--- src/sv/dvr_pkg.sv ---
// shared types and constants of the distance vector route engine
package dvr_pkg;

	localparam int MAX_NODES = 8;
	localparam int NODE_W    = 3;
	localparam int CNT_W     = 4;
	localparam int COST_W    = 16;
	localparam int ADDR_W    = 2 * NODE_W;

	localparam logic [COST_W-1:0] INF_COST = '1;

	localparam logic [1:0] CFG_SELF_NODE  = 2'd0;
	localparam logic [1:0] CFG_NODE_COUNT = 2'd1;
	localparam logic [1:0] CFG_NBR_MASK   = 2'd2;
	localparam logic [1:0] CFG_TIMEOUT    = 2'd3;

	typedef enum logic [1:0] {
		ACT_LINK = 2'd0,
		ACT_VEC  = 2'd1,
		ACT_TICK = 2'd2,
		ACT_NONE = 2'd3
	} action_t;

	typedef enum logic [1:0] {
		OP_LINK,
		OP_VEC,
		OP_TICK
	} op_t;

	typedef enum logic [1:0] {
		ST_INIT,
		ST_ACTIVE,
		ST_INACTIVE
	} status_t;

	typedef enum logic [2:0] {
		BS_IDLE,
		BS_EXEC,
		BS_TICK,
		BS_RC_D,
		BS_RC_SCAN,
		BS_RC_WAIT,
		BS_EMIT
	} back_state_t;

	typedef struct packed {
		logic [NODE_W-1:0]    self_node;
		logic [CNT_W-1:0]     n;
		logic [MAX_NODES-1:0] mask;
		logic [15:0]          limit;
	} cfg_t;

	typedef struct packed {
		op_t               op;
		logic [NODE_W-1:0] src;
		logic [NODE_W-1:0] dst;
		logic [COST_W-1:0] cost;
		logic              first;
		logic              last;
	} cmd_t;

endpackage

--- src/sv/distance_vector_route_engine.sv ---
// top level of the distance vector route engine
// A queued command runs in the back end one step at a time. A timer tick steps
// through every node. A recompute walks each of the n destinations with one pair
// of cost matrix reads per node slot (the self node and inactive nodes skip the
// scan), then emits n rows at one per cycle while the output is free. The single
// pair of cost matrix reads per cycle sets the length of a recompute. Up to two
// commands wait in the queue meanwhile.
module distance_vector_route_engine (
	input  logic        clk,
	input  logic        arst_n,
	input  logic        cfg_valid,
	output logic        cfg_ready,
	input  logic [1:0]  cfg_index,
	input  logic [15:0] cfg_data,
	input  logic        in_valid,
	output logic        in_ready,
	input  logic [1:0]  action,
	input  logic [2:0]  source_node,
	input  logic [2:0]  dest_node,
	input  logic [15:0] cost_value,
	input  logic        first_entry,
	input  logic        last_entry,
	output logic        out_valid,
	input  logic        out_ready,
	output logic [2:0]  route_dest,
	output logic [15:0] route_cost,
	output logic [2:0]  route_hop,
	output logic        route_valid,
	output logic        table_last
);
	import dvr_pkg::*;

	logic [2:0]  self_q;
	logic [3:0]  count_q;
	logic [7:0]  mask_q;
	logic [15:0] timeout_q;
	cfg_t        cfg;
	logic        cmd_valid, cmd_pop;
	cmd_t        cmd;

	assign cfg_ready = 1'b1;

	always_ff @(posedge clk or negedge arst_n) begin
		if (!arst_n) begin
			self_q    <= 3'd0;
			count_q   <= 4'd8;
			mask_q    <= 8'd0;
			timeout_q <= 16'd3;
		end else if (cfg_valid) begin
			case (cfg_index)
				CFG_SELF_NODE:  self_q    <= cfg_data[2:0];
				CFG_NODE_COUNT: count_q   <= cfg_data[3:0];
				CFG_NBR_MASK:   mask_q    <= cfg_data[7:0];
				CFG_TIMEOUT:    timeout_q <= cfg_data;
				default: ;
			endcase
		end
	end

	always_comb begin
		cfg.self_node = self_q;
		cfg.mask      = mask_q;
		cfg.n         = (count_q == 4'd0) ? 4'd1 :
			(count_q > 4'(MAX_NODES)) ? 4'(MAX_NODES) : count_q;
		cfg.limit     = (timeout_q == 16'd0) ? 16'd1 : timeout_q;
	end

	dvr_front u_front (
		.clk         (clk),
		.arst_n      (arst_n),
		.cfg         (cfg),
		.in_valid    (in_valid),
		.in_ready    (in_ready),
		.action      (action),
		.source_node (source_node),
		.dest_node   (dest_node),
		.cost_value  (cost_value),
		.first_entry (first_entry),
		.last_entry  (last_entry),
		.cmd_valid   (cmd_valid),
		.cmd_pop     (cmd_pop),
		.cmd         (cmd)
	);

	dvr_back u_back (
		.clk         (clk),
		.arst_n      (arst_n),
		.cfg         (cfg),
		.cmd_valid   (cmd_valid),
		.cmd_pop     (cmd_pop),
		.cmd         (cmd),
		.out_valid   (out_valid),
		.out_ready   (out_ready),
		.route_dest  (route_dest),
		.route_cost  (route_cost),
		.route_hop   (route_hop),
		.route_valid (route_valid),
		.table_last  (table_last)
	);

endmodule

--- src/sv/dvr_front.sv ---
// front end: accepts input transactions, drops the ones with no effect, queues commands
module dvr_front (
	input  logic                    clk,
	input  logic                    arst_n,
	input  dvr_pkg::cfg_t           cfg,
	input  logic                    in_valid,
	output logic                    in_ready,
	input  logic [1:0]              action,
	input  logic [2:0]              source_node,
	input  logic [2:0]              dest_node,
	input  logic [15:0]             cost_value,
	input  logic                    first_entry,
	input  logic                    last_entry,
	output logic                    cmd_valid,
	input  logic                    cmd_pop,
	output dvr_pkg::cmd_t           cmd
);
	import dvr_pkg::*;

	cmd_t       q_q [2];
	logic       wr_q;
	logic       rd_q;
	logic [1:0] cnt_q;
	logic       keep;
	logic       push;
	cmd_t       cls;

	always_comb begin
		cls.src   = source_node;
		cls.dst   = dest_node;
		cls.cost  = cost_value;
		cls.first = first_entry;
		cls.last  = last_entry;
		cls.op    = OP_TICK;
		keep      = 1'b0;
		case (action_t'(action))
			ACT_LINK: begin
				cls.op = OP_LINK;
				keep   = {1'b0, source_node} < cfg.n;
			end
			ACT_VEC: begin
				cls.op = OP_VEC;
				keep   = ({1'b0, source_node} < cfg.n) && ({1'b0, dest_node} < cfg.n)
					&& (source_node != cfg.self_node);
			end
			ACT_TICK: begin
				cls.op = OP_TICK;
				keep   = 1'b1;
			end
			default: keep = 1'b0;
		endcase
	end

	assign in_ready  = cnt_q != 2'd2;
	assign push      = in_valid && in_ready && keep;
	assign cmd_valid = cnt_q != 2'd0;
	assign cmd       = q_q[rd_q];

	always_ff @(posedge clk) begin
		if (push) begin
			q_q[wr_q] <= cls;
		end
	end

	always_ff @(posedge clk or negedge arst_n) begin
		if (!arst_n) begin
			wr_q  <= 1'b0;
			rd_q  <= 1'b0;
			cnt_q <= 2'd0;
		end else begin
			if (push) begin
				wr_q <= ~wr_q;
			end
			if (cmd_pop) begin
				rd_q <= ~rd_q;
			end
			cnt_q <= cnt_q + {1'b0, push} - {1'b0, cmd_pop};
		end
	end

endmodule

--- src/sv/dvr_back.sv ---
// back end: cost matrix, node state, route recompute and table emission
module dvr_back (
	input  logic          clk,
	input  logic          arst_n,
	input  dvr_pkg::cfg_t cfg,
	input  logic          cmd_valid,
	output logic          cmd_pop,
	input  dvr_pkg::cmd_t cmd,
	output logic          out_valid,
	input  logic          out_ready,
	output logic [2:0]    route_dest,
	output logic [15:0]   route_cost,
	output logic [2:0]    route_hop,
	output logic          route_valid,
	output logic          table_last
);
	import dvr_pkg::*;

	back_state_t state_q, state_d;
	cmd_t        cmd_q;
	logic [NODE_W-1:0] idx_q, j_q;
	logic        changed_q;
	logic [COST_W-1:0] best_q;
	logic [NODE_W-1:0] hop_q;
	logic        found_q;

	status_t     status_q [MAX_NODES];
	logic [15:0] age_q [MAX_NODES];
	logic [COST_W-1:0] rcost_q [MAX_NODES];
	logic [NODE_W-1:0] rhop_q [MAX_NODES];
	logic [MAX_NODES-1:0] rvld_q;

	logic [COST_W-1:0] mem [MAX_NODES*MAX_NODES];
	logic [MAX_NODES*MAX_NODES-1:0] vld_q;
	logic [MAX_NODES-1:0] clr_q;

	logic              v_s1, a_use_s1, b_use_s1;
	logic [NODE_W-1:0] j_s1;
	logic [COST_W-1:0] a_mem_s1, b_mem_s1, a_def_s1, b_def_s1;

	logic              out_v_q;
	logic [2:0]        dest_q, hop_o_q;
	logic [15:0]       cost_o_q;
	logic              rv_o_q, last_o_q;

	logic idx_last, j_last, self_ok, self_hit, nb_idx, active_nb, timeout;
	logic [15:0] age_next;
	status_t st_cur;
	logic [ADDR_W-1:0] addr_a, addr_b;
	logic [COST_W-1:0] a_val, b_val, sum_sat, fin_best;
	logic [COST_W:0]   sum;
	logic take;
	logic [NODE_W-1:0] fin_hop;
	logic fin_found;

	logic              mem_we, row_clr, issue, rt_we, st_we, age_we, emit, idx_step;
	logic [ADDR_W-1:0] mem_waddr;
	logic [COST_W-1:0] mem_wdata, rt_cost;
	logic [NODE_W-1:0] rt_hop;
	logic              rt_vld;
	status_t           st_val;
	logic [15:0]       age_val;

	function automatic logic [COST_W-1:0] reset_val(input logic [ADDR_W-1:0] a,
		input logic cleared);
		logic [COST_W-1:0] v;
		v = INF_COST;
		if (!cleared && a[ADDR_W-1:NODE_W] == a[NODE_W-1:0]) begin
			v = '0;
		end
		return v;
	endfunction

	assign idx_last  = {1'b0, idx_q} == cfg.n - 4'd1;
	assign j_last    = {1'b0, j_q} == cfg.n - 4'd1;
	assign self_ok   = {1'b0, cfg.self_node} < cfg.n;
	assign self_hit  = self_ok && idx_q == cfg.self_node;
	assign st_cur    = status_q[idx_q];
	assign nb_idx    = idx_q != cfg.self_node && cfg.mask[idx_q];
	assign active_nb = st_cur == ST_ACTIVE && nb_idx;
	assign age_next  = (age_q[idx_q] == 16'hFFFF) ? age_q[idx_q] : age_q[idx_q] + 16'd1;
	assign timeout   = active_nb && age_next >= cfg.limit;

	assign addr_a = {cfg.self_node, j_q};
	assign addr_b = {j_q, idx_q};

	// compare stage on registered matrix reads
	assign a_val   = a_use_s1 ? a_mem_s1 : a_def_s1;
	assign b_val   = b_use_s1 ? b_mem_s1 : b_def_s1;
	assign sum     = {1'b0, a_val} + {1'b0, b_val};
	assign sum_sat = (sum >= {1'b0, INF_COST}) ? INF_COST : sum[COST_W-1:0];
	assign take    = v_s1 && self_ok && j_s1 != cfg.self_node && cfg.mask[j_s1]
		&& a_val != INF_COST && b_val != INF_COST && sum_sat < best_q;
	assign fin_best  = take ? sum_sat : best_q;
	assign fin_hop   = take ? j_s1 : hop_q;
	assign fin_found = take || found_q;

	always_comb begin
		state_d = state_q;
		case (state_q)
			BS_IDLE: begin
				if (cmd_valid) begin
					state_d = BS_EXEC;
				end
			end
			BS_EXEC: begin
				case (cmd_q.op)
					OP_LINK: state_d = BS_RC_D;
					OP_VEC: begin
						if (st_cur == ST_INACTIVE || !cmd_q.last) begin
							state_d = BS_IDLE;
						end else begin
							state_d = BS_RC_D;
						end
					end
					OP_TICK: state_d = BS_TICK;
					default: state_d = BS_IDLE;
				endcase
			end
			BS_TICK: begin
				if (idx_last) begin
					state_d = (changed_q || timeout) ? BS_RC_D : BS_IDLE;
				end
			end
			BS_RC_D: begin
				if (self_hit || st_cur == ST_INACTIVE) begin
					state_d = idx_last ? BS_EMIT : BS_RC_D;
				end else begin
					state_d = BS_RC_SCAN;
				end
			end
			BS_RC_SCAN: begin
				if (j_last) begin
					state_d = BS_RC_WAIT;
				end
			end
			BS_RC_WAIT: state_d = idx_last ? BS_EMIT : BS_RC_D;
			BS_EMIT: begin
				if (emit && idx_last) begin
					state_d = BS_IDLE;
				end
			end
			default: state_d = BS_IDLE;
		endcase
	end

	always_comb begin
		cmd_pop   = 1'b0;
		mem_we    = 1'b0;
		mem_waddr = {cfg.self_node, idx_q};
		mem_wdata = INF_COST;
		row_clr   = 1'b0;
		issue     = 1'b0;
		rt_we     = 1'b0;
		rt_cost   = INF_COST;
		rt_hop    = '0;
		rt_vld    = 1'b0;
		st_we     = 1'b0;
		st_val    = st_cur;
		age_we    = 1'b0;
		age_val   = '0;
		emit      = 1'b0;
		idx_step  = 1'b0;
		case (state_q)
			BS_IDLE: cmd_pop = cmd_valid;
			BS_EXEC: begin
				case (cmd_q.op)
					OP_LINK: begin
						mem_we    = 1'b1;
						mem_waddr = {cfg.self_node, cmd_q.src};
						mem_wdata = cmd_q.cost;
					end
					OP_VEC: begin
						if (st_cur != ST_INACTIVE) begin
							mem_we    = 1'b1;
							mem_waddr = {cmd_q.src, cmd_q.dst};
							mem_wdata = cmd_q.cost;
							row_clr   = cmd_q.first;
							age_we    = 1'b1;
							if (cmd_q.first && st_cur == ST_INIT) begin
								st_we  = 1'b1;
								st_val = ST_ACTIVE;
							end
						end
					end
					default: ;
				endcase
			end
			BS_TICK: begin
				idx_step = 1'b1;
				if (active_nb) begin
					age_we  = 1'b1;
					age_val = age_next;
				end
				if (timeout) begin
					st_we  = 1'b1;
					st_val = ST_INACTIVE;
					mem_we = 1'b1;
					rt_we  = 1'b1;
				end
			end
			BS_RC_D: begin
				if (self_hit) begin
					rt_we   = 1'b1;
					rt_cost = '0;
					rt_hop  = cfg.self_node;
					rt_vld  = 1'b1;
				end
				idx_step = self_hit || st_cur == ST_INACTIVE;
			end
			BS_RC_SCAN: issue = 1'b1;
			BS_RC_WAIT: begin
				rt_we    = 1'b1;
				rt_cost  = fin_best;
				rt_hop   = fin_hop;
				rt_vld   = fin_found;
				idx_step = 1'b1;
			end
			BS_EMIT: begin
				emit     = !out_v_q || out_ready;
				idx_step = emit;
			end
			default: ;
		endcase
	end

	// cost matrix storage, registered matrix reads, route table and output registers
	always_ff @(posedge clk) begin
		if (mem_we) begin
			mem[mem_waddr] <= mem_wdata;
		end
		a_mem_s1 <= mem[addr_a];
		b_mem_s1 <= mem[addr_b];
		a_def_s1 <= reset_val(addr_a, clr_q[cfg.self_node]);
		b_def_s1 <= reset_val(addr_b, clr_q[j_q]);
		j_s1     <= j_q;
		if (state_q == BS_IDLE) begin
			cmd_q <= cmd;
		end
		if (rt_we) begin
			rcost_q[idx_q] <= rt_cost;
			rhop_q[idx_q]  <= rt_hop;
		end
		if (age_we) begin
			age_q[idx_q] <= age_val;
		end
		if (state_q == BS_RC_D) begin
			best_q  <= INF_COST;
			hop_q   <= '0;
			found_q <= 1'b0;
		end else if (take) begin
			best_q  <= sum_sat;
			hop_q   <= j_s1;
			found_q <= 1'b1;
		end
		if (emit) begin
			dest_q   <= idx_q;
			cost_o_q <= rcost_q[idx_q];
			hop_o_q  <= rvld_q[idx_q] ? rhop_q[idx_q] : 3'd0;
			rv_o_q   <= rvld_q[idx_q];
			last_o_q <= idx_last;
		end
	end

	always_ff @(posedge clk or negedge arst_n) begin
		if (!arst_n) begin
			state_q   <= BS_IDLE;
			idx_q     <= '0;
			j_q       <= '0;
			changed_q <= 1'b0;
			v_s1      <= 1'b0;
			a_use_s1  <= 1'b0;
			b_use_s1  <= 1'b0;
			vld_q     <= '0;
			clr_q     <= '0;
			out_v_q   <= 1'b0;
			rvld_q    <= {{(MAX_NODES-1){1'b0}}, 1'b1};
			for (int i = 0; i < MAX_NODES; i++) begin
				status_q[i] <= ST_INIT;
			end
		end else begin
			state_q  <= state_d;
			v_s1     <= issue;
			a_use_s1 <= vld_q[addr_a];
			b_use_s1 <= vld_q[addr_b];
			if (row_clr) begin
				clr_q[cmd_q.src] <= 1'b1;
				for (int c = 0; c < MAX_NODES; c++) begin
					vld_q[{cmd_q.src, NODE_W'(c)}] <= 1'b0;
				end
			end
			if (mem_we) begin
				vld_q[mem_waddr] <= 1'b1;
			end
			if (st_we) begin
				status_q[idx_q] <= st_val;
			end
			if (rt_we) begin
				rvld_q[idx_q] <= rt_vld;
			end
			if (state_q == BS_IDLE && cmd_valid) begin
				idx_q <= cmd.src;
			end else if (state_q == BS_EXEC) begin
				idx_q <= '0;
			end else if (idx_step) begin
				idx_q <= idx_last ? '0 : idx_q + 3'd1;
			end
			if (state_q == BS_RC_D) begin
				j_q <= '0;
			end else if (issue) begin
				j_q <= j_q + 3'd1;
			end
			if (state_q == BS_EXEC) begin
				changed_q <= 1'b0;
			end else if (timeout && state_q == BS_TICK) begin
				changed_q <= 1'b1;
			end
			if (emit) begin
				out_v_q <= 1'b1;
			end else if (out_ready) begin
				out_v_q <= 1'b0;
			end
		end
	end

	assign out_valid   = out_v_q;
	assign route_dest  = dest_q;
	assign route_cost  = cost_o_q;
	assign route_hop   = hop_o_q;
	assign route_valid = rv_o_q;
	assign table_last  = last_o_q;

endmodule

--- config.mk ---
export PLATFORM = sky130hd
export DESIGN_NAME = distance_vector_route_engine
export DESIGN_NICKNAME = d
export VERILOG_FILES = /design/src/sv/dvr_pkg.sv /design/src/sv/distance_vector_route_engine.sv /design/src/sv/dvr_front.sv /design/src/sv/dvr_back.sv
export SDC_FILE = /design/constraint.sdc
export NUM_CORES = 2
export LEC_CHECK = 0
export BUFFER_PORTS_ARGS = -buffer_cell sky130_fd_sc_hd__buf_2
export CAP_MARGIN = 5
export CORE_MARGIN = 3
export CORE_UTILIZATION = 50
export DETAILED_ROUTE_END_ITERATION = 12
export PLACE_DENSITY_LB_ADDON = 0.3
export SYNTH_ARGS = -nofsm -noshare
export SYNTH_HDL_FRONTEND = slang
export SYNTH_HIERARCHICAL = 1
export SYNTH_SLANG_ARGS = --single-unit
--- constraint.sdc ---
create_clock -name clk -period 8 [get_ports clk]
set_input_delay 0.8 -clock clk [delete_from_list [all_inputs] [get_ports clk]]
set_output_delay 0.8 -clock clk [all_outputs]
set_load 0.02 [all_outputs]
==> results.md <==
Run status:
- The flow ran to the end, and the final reports show no timing, DRC or antenna violations.

Clocking:
- In this run the number of H-tree levels came out at 4.
- The number of clock sinks is 1608.
- Post-CTS repair changed the size of 0 cells.
- After clock tree synthesis, the clock-pin slew on the worst setup and hold paths is roughly 0.06 ns.
- The maximum number of buffers from clock root to sink is 3.
- The tree is rooted in a clkbuf_16.
- In this run, post-CTS hold repair placed 0 buffers.
- The clock reaches the later pin of the worst-skew pair after 0.82 ns.
- After clock tree synthesis, the setup repair step added 0 buffers.
- The number of clock buffers inserted by TritonCTS is between 150 and 200.
- The CTS tree is yes.

Global route:
- The remaining global-route overflow is 0.
- The initial antenna violation count is 15.
- The pin count of the biggest net entering global routing is approximately 130.
- The global-route wire length before repair is between 300 and 400 mm.
- The number of global-route vias before repair is roughly 46000.
- The total global-route track usage is around 30%.

Critical path:
- The most critical setup path has its endpoint at u_back/mem[27][15].
- For this run, the slowest stage of the critical path takes between 1 and 1.5 ns.
- Walking the worst path, the cells encountered are nor2b_1 -> a22oi_1 -> o2bb2ai_1 -> ha_1 -> nand4_1 -> or4_1 -> nand2_1 -> nand2_1 -> ha_1 -> a21o_1 -> a21oi_1 -> o211ai_1 -> a2111oi_0 -> o31ai_1 -> nand2b_1 -> nor2_2.
- The family with the most delay on the worst path is simple AND/OR/NAND/NOR gates.
- Along the worst path, the maximum fanout reaches 48.
- The data required time at the worst endpoint is about 8.4 ns.
- The worst register-to-register path begins at u_back/idx_q[2].
- The critical path crosses 16 cells after its start point.
- For the worst flop-to-flop path, the logic depth is 16.
- Data on the critical path arrives at its endpoint at a little under 8 ns.
- The setup path with the least slack is of type reg -> reg.
- The number of buffers and inverters on the critical path is 0.
- The reg-to-reg setup timing slack is approximately 0.50 ns.
- The endpoint of the worst-slack reg-to-reg timing path is u_back/mem[27][15].
- The cell at the slowest stage of the critical path is nor2_2.
- The launching element of the worst setup path is u_back/idx_q[2].
- The worst setup path is launched from a flop.
- The endpoint type of the worst setup path is a flop.

Yosys:
- During synthesis, Yosys emitted a total of 6 warnings.
- The post-synthesis instance total is between 4000 and 5000.
- The post-synthesis instance area is 72500 µm².
- A synthesized cell averages approximately 15 µm².
- The fraction of synthesized cell area in xor and xnor cells is less than 1%.
- The portion of synthesized area spent on multiplexers is between 10% and 20%.
- The main combinational cell family by area after synthesis is multiplexers.
- The adder and majority cell fraction of the synthesized area is under 10%.
- The synthesized-area fraction occupied by and/or/nand/nor cells is roughly 6.1%.
- Counting flops with a built-in enable in the synthesized netlist gives between 1000 and 1500.
- For this run, the leading register cell type out of synthesis is edfxtp_1.
- The number of nets in the synthesized netlist is 4791.
- The share of synthesized flip-flops with an asynchronous set or reset is 9.02%.
- The compound-cell area share of the yosys netlist is between 8 and 9%.
- Summing the sequential cell areas from Yosys gives between 60% and 70% of the chip area.
- The number of register bits inferred by synthesis is 1608.
- The distinct cell type count of the synthesized netlist is 95.

Drt:
- The number of nets with antenna violations after detailed routing is 0.
- The DRC violations left is 0.
- After detailed routing, the average wire length per cell comes to 34.0 µm.
- The sum of routed wire length over all layers is ~230 mm.
- The routed layout has roughly 47000 vias.
- The first detailed-routing pass took 7 iterations.
- For this block, wires on met1 add up to between 80 and 90 mm.
- The vias per cell is 6.96.
- After the first detailed-routing iteration, the DRC count stood at between 7000 and 8000.
- Summed over all nets, wire length on met2 after detailed routing comes to between 100 and 150 mm.
- After detailed routing, the met3 layer carries between 20 and 30 mm of wire.
- The uppermost metal layer occupied by signal nets is met5.

Timing:
- Adding up every negative setup slack in the final design gives 0 ns.
- The relative slew slack is 12.1%.
- Across all setup checks in the final design, the least slack found is between 0.4 and 0.5 ns.
- The number of endpoints failing setup at the final stage is 0.
- Setup repair after global routing left no endpoint under its margin.
- The number of max-slew violations in the final report is 0.
- The final critical delay including setup and external delays is roughly 7.5 ns.
- The fraction of the cycle the final worst path needs is between 90% and 100%.
- The number of hold violations in the final report is 0.
- The maximum achievable frequency is roughly 0.13 GHz.
- The transition time of the tightest slew-check pin is 1.32 ns.
- The post-route clock skew is roughly 0.045 ns.

Layout:
- The post-route netlist has 23.2% of its cells at a drive strength greater than 1.
- The final design utilization is 56.3%.
- The number of nets in the layout is between 4000 and 5000.
- The layout filler cell count is between 10000 and 15000.
- Compared with the post-synthesis result, the final layout area differs by 11.7%.

Worst hold path:
- The class of the tightest hold or removal check is in -> async.

Floorplanning:
- The die outline width is around 390 µm.
- The core footprint is between 100000 and 150000 µm².
- The standard-cell row count is roughly 140.
- The area of the die is roughly 150000 µm².
- The initial utilization of the core area, before any placement, comes to about half.
- The number of top-level design ports is 76.
- The floorplan die height is 387 µm.

Place:
- The number of input and output port buffers inserted is 74.
- At the end of routability-driven placement, the weighted congestion stood at just under 1.
- Detailed placement ended at an HPWL of around 140 mm.
- Before CTS, the worst setup slack after placement is approximately 0.8 ns.

Pwr:
- The maximum vdd drop is about 0.30 mV.
- The ratio of total power to cell area is between 300 and 400 nW/µm².
- The total leakage power is ~0.026 µW.

Job:
- The max-cap check violation count is 0.
## synth_stat cells (all sizes together) (8+ instances only)
cell	count	share of area (%)
a22oi	245	2.5
a21o	8	0.083
nand2b	59	0.51
or2	8	0.069
mux2	89	1.4
nor3	66	0.47
dfxtp	57	1.6
ha	59	1.0
o2bb2ai	46	0.56
o21ai	188	1.3
nand4	59	0.51
a31oi	31	0.27
mux4	409	13
nand3	75	0.54
nor2	197	1.0
a221oi	76	0.92
and3	9	0.085
a21oi	243	1.7
nor2b	20	0.18
a211oi	13	0.13
xnor2	24	0.29
mux2i	145	2.0
edfxtp	1406	58
nand3b	12	0.13
and2	26	0.23
nand2	371	1.9
o211ai	15	0.16
buf	125	0.87
dfrtp	141	4.9
a22o	27	0.33
a221o	9	0.12
nor3b	8	0.090
clkbuf	230	1.2
xor2	23	0.28
o31ai	8	0.097
inv	48	0.25
a311oi	18	0.22
## cells by family (layout without fill, tap and decap cells)
| kind of cell | Yosys count | count (layout) |
|---|---|---|
| AO/OA/AOI/OAI | 978 | 978 |
| XOR/XNOR | 47 | 47 |
| adder cells (fa/ha/maj) | 60 | 60 |
| buffers and inverters | 404 | 578 |
| flip-flops | 1608 | 1608 |
| multiplexers | 643 | 643 |
| other | 1 | 9 |
| AND/OR/NAND/NOR | 941 | 941 |
## how the worst min path moves through the flow
stage / startpoint / to / depth (start not counted)
final: arst_n / timeout_q[12] / 1
after global routing: arst_n / timeout_q[11] / 1
after CTS: arst_n / timeout_q[11] / 1
after detailed placement: u_back/found_q / u_back/found_q / 2
after global placement: u_back/found_q / u_back/found_q / 2
after floorplan: u_back/j_q[2] / u_back/j_s1[2] / 0
## worst reg2reg max path, stage by stage, from the launching register on
cell	delay [ns]
dfrtp_4	0.88
nor2b_1	0.72
a22oi_1	0.19
o2bb2ai_1	0.31
ha_1	0.26
nand4_1	0.26
or4_1	0.77
nand2_1	0.13
nand2_1	0.08
ha_1	0.28
a21o_1	0.10
a21oi_1	0.07
o211ai_1	0.22
a2111oi_0	0.14
o31ai_1	0.82
nand2b_1	0.88
nor2_2	1.02
## final cells by class
class	count	area (µm²)	share of cell area, %
diodes	8	20.0	0.0247
well taps	1903	2380	2.94
inverters	49	186	0.230
clock buffers	196	4310	5.32
multi-input cells	2670	24300	30.0
clock inverters	102	1070	1.32
flip-flops and latches	1608	47000	58.1
repair buffers	231	1690	2.09
## per-layer routing
metal / up-vias / track usage [%]
met3: 758 / 8.80
met2: 3540 / 46.0
met1: 23900 / 39.8
li1: 18900 / -
met5: - / 0
met4: 6 / 17.0
## placed cells by master, fill, tap and decap left out, types with 18 or more instances in the layout
cell type | netlist | final
a22o_1 | 27 | 27
o21ai_0 | 186 | 186
mux2_2 | 79 | 79
a221oi_1 | 76 | 76
nor2_1 | 197 | 138
o2bb2ai_1 | 46 | 46
a311oi_1 | 18 | 18
and2_1 | 22 | 22
dfxtp_1 | 57 | 57
clkbuf_1 | 229 | 25
ha_1 | 59 | 59
clkinv_2 | 0 | 30
nand3_1 | 73 | 73
mux4_2 | 403 | 403
mux2i_1 | 145 | 145
nand2_1 | 371 | 371
nand4_1 | 59 | 59
dfrtp_1 | 141 | 132
nand2b_1 | 59 | 43
nor2_2 | 0 | 58
a22oi_1 | 245 | 245
bufinv_16 | 0 | 18
buf_2 | 35 | 73
a21oi_1 | 243 | 242
a31oi_1 | 31 | 31
clkbuf_16 | 0 | 165
clkinv_1 | 1 | 28
buf_4 | 2 | 146
nor3_1 | 64 | 36
edfxtp_1 | 1406 | 1406
xnor2_1 | 24 | 24
xor2_1 | 23 | 23
inv_1 | 47 | 46
nor3_2 | 2 | 29
## power by group
group	total [µW]	switching, µW	internal (µW)
clock network	7710	3280	4440
logic	11900	7630	4250
registers	10900	751	10200
total	30500	11700	18900
## per-stage QoR
step           hold WS, ns  instances  power, µW  cell area [µm²]
2_1_floorplan        0.345       4682      18100            72500
3_3_place_gp         0.433       6461      22500            75600
3_5_place_dp         0.438       6461      22600            75600
4_1_cts             0.0173       6759      30200            81000
5_1_grt             0.0547       6759      31500            81000
6_report            0.0169       6767      30500            81000
## flip-flops by register name, indices dropped and copies added, names as in the netlist, 4 cells and up
name and cells:
count_q 4, mask_q 8, timeout_q 16, u_back/a_mem_s1 16, u_back/age_q 128, u_back/b_mem_s1 16, u_back/best_q 16, u_back/clr_q 8
u_back/cmd_q 26, u_back/mem 1024, u_back/rcost_q 128, u_back/rhop_q 24, u_back/route_cost 16, u_back/rvld_q 8, u_back/status_q 16, u_back/vld_q 64
u_front/q_q 52
Note: power is estimated with default switching activity, not from simulation.
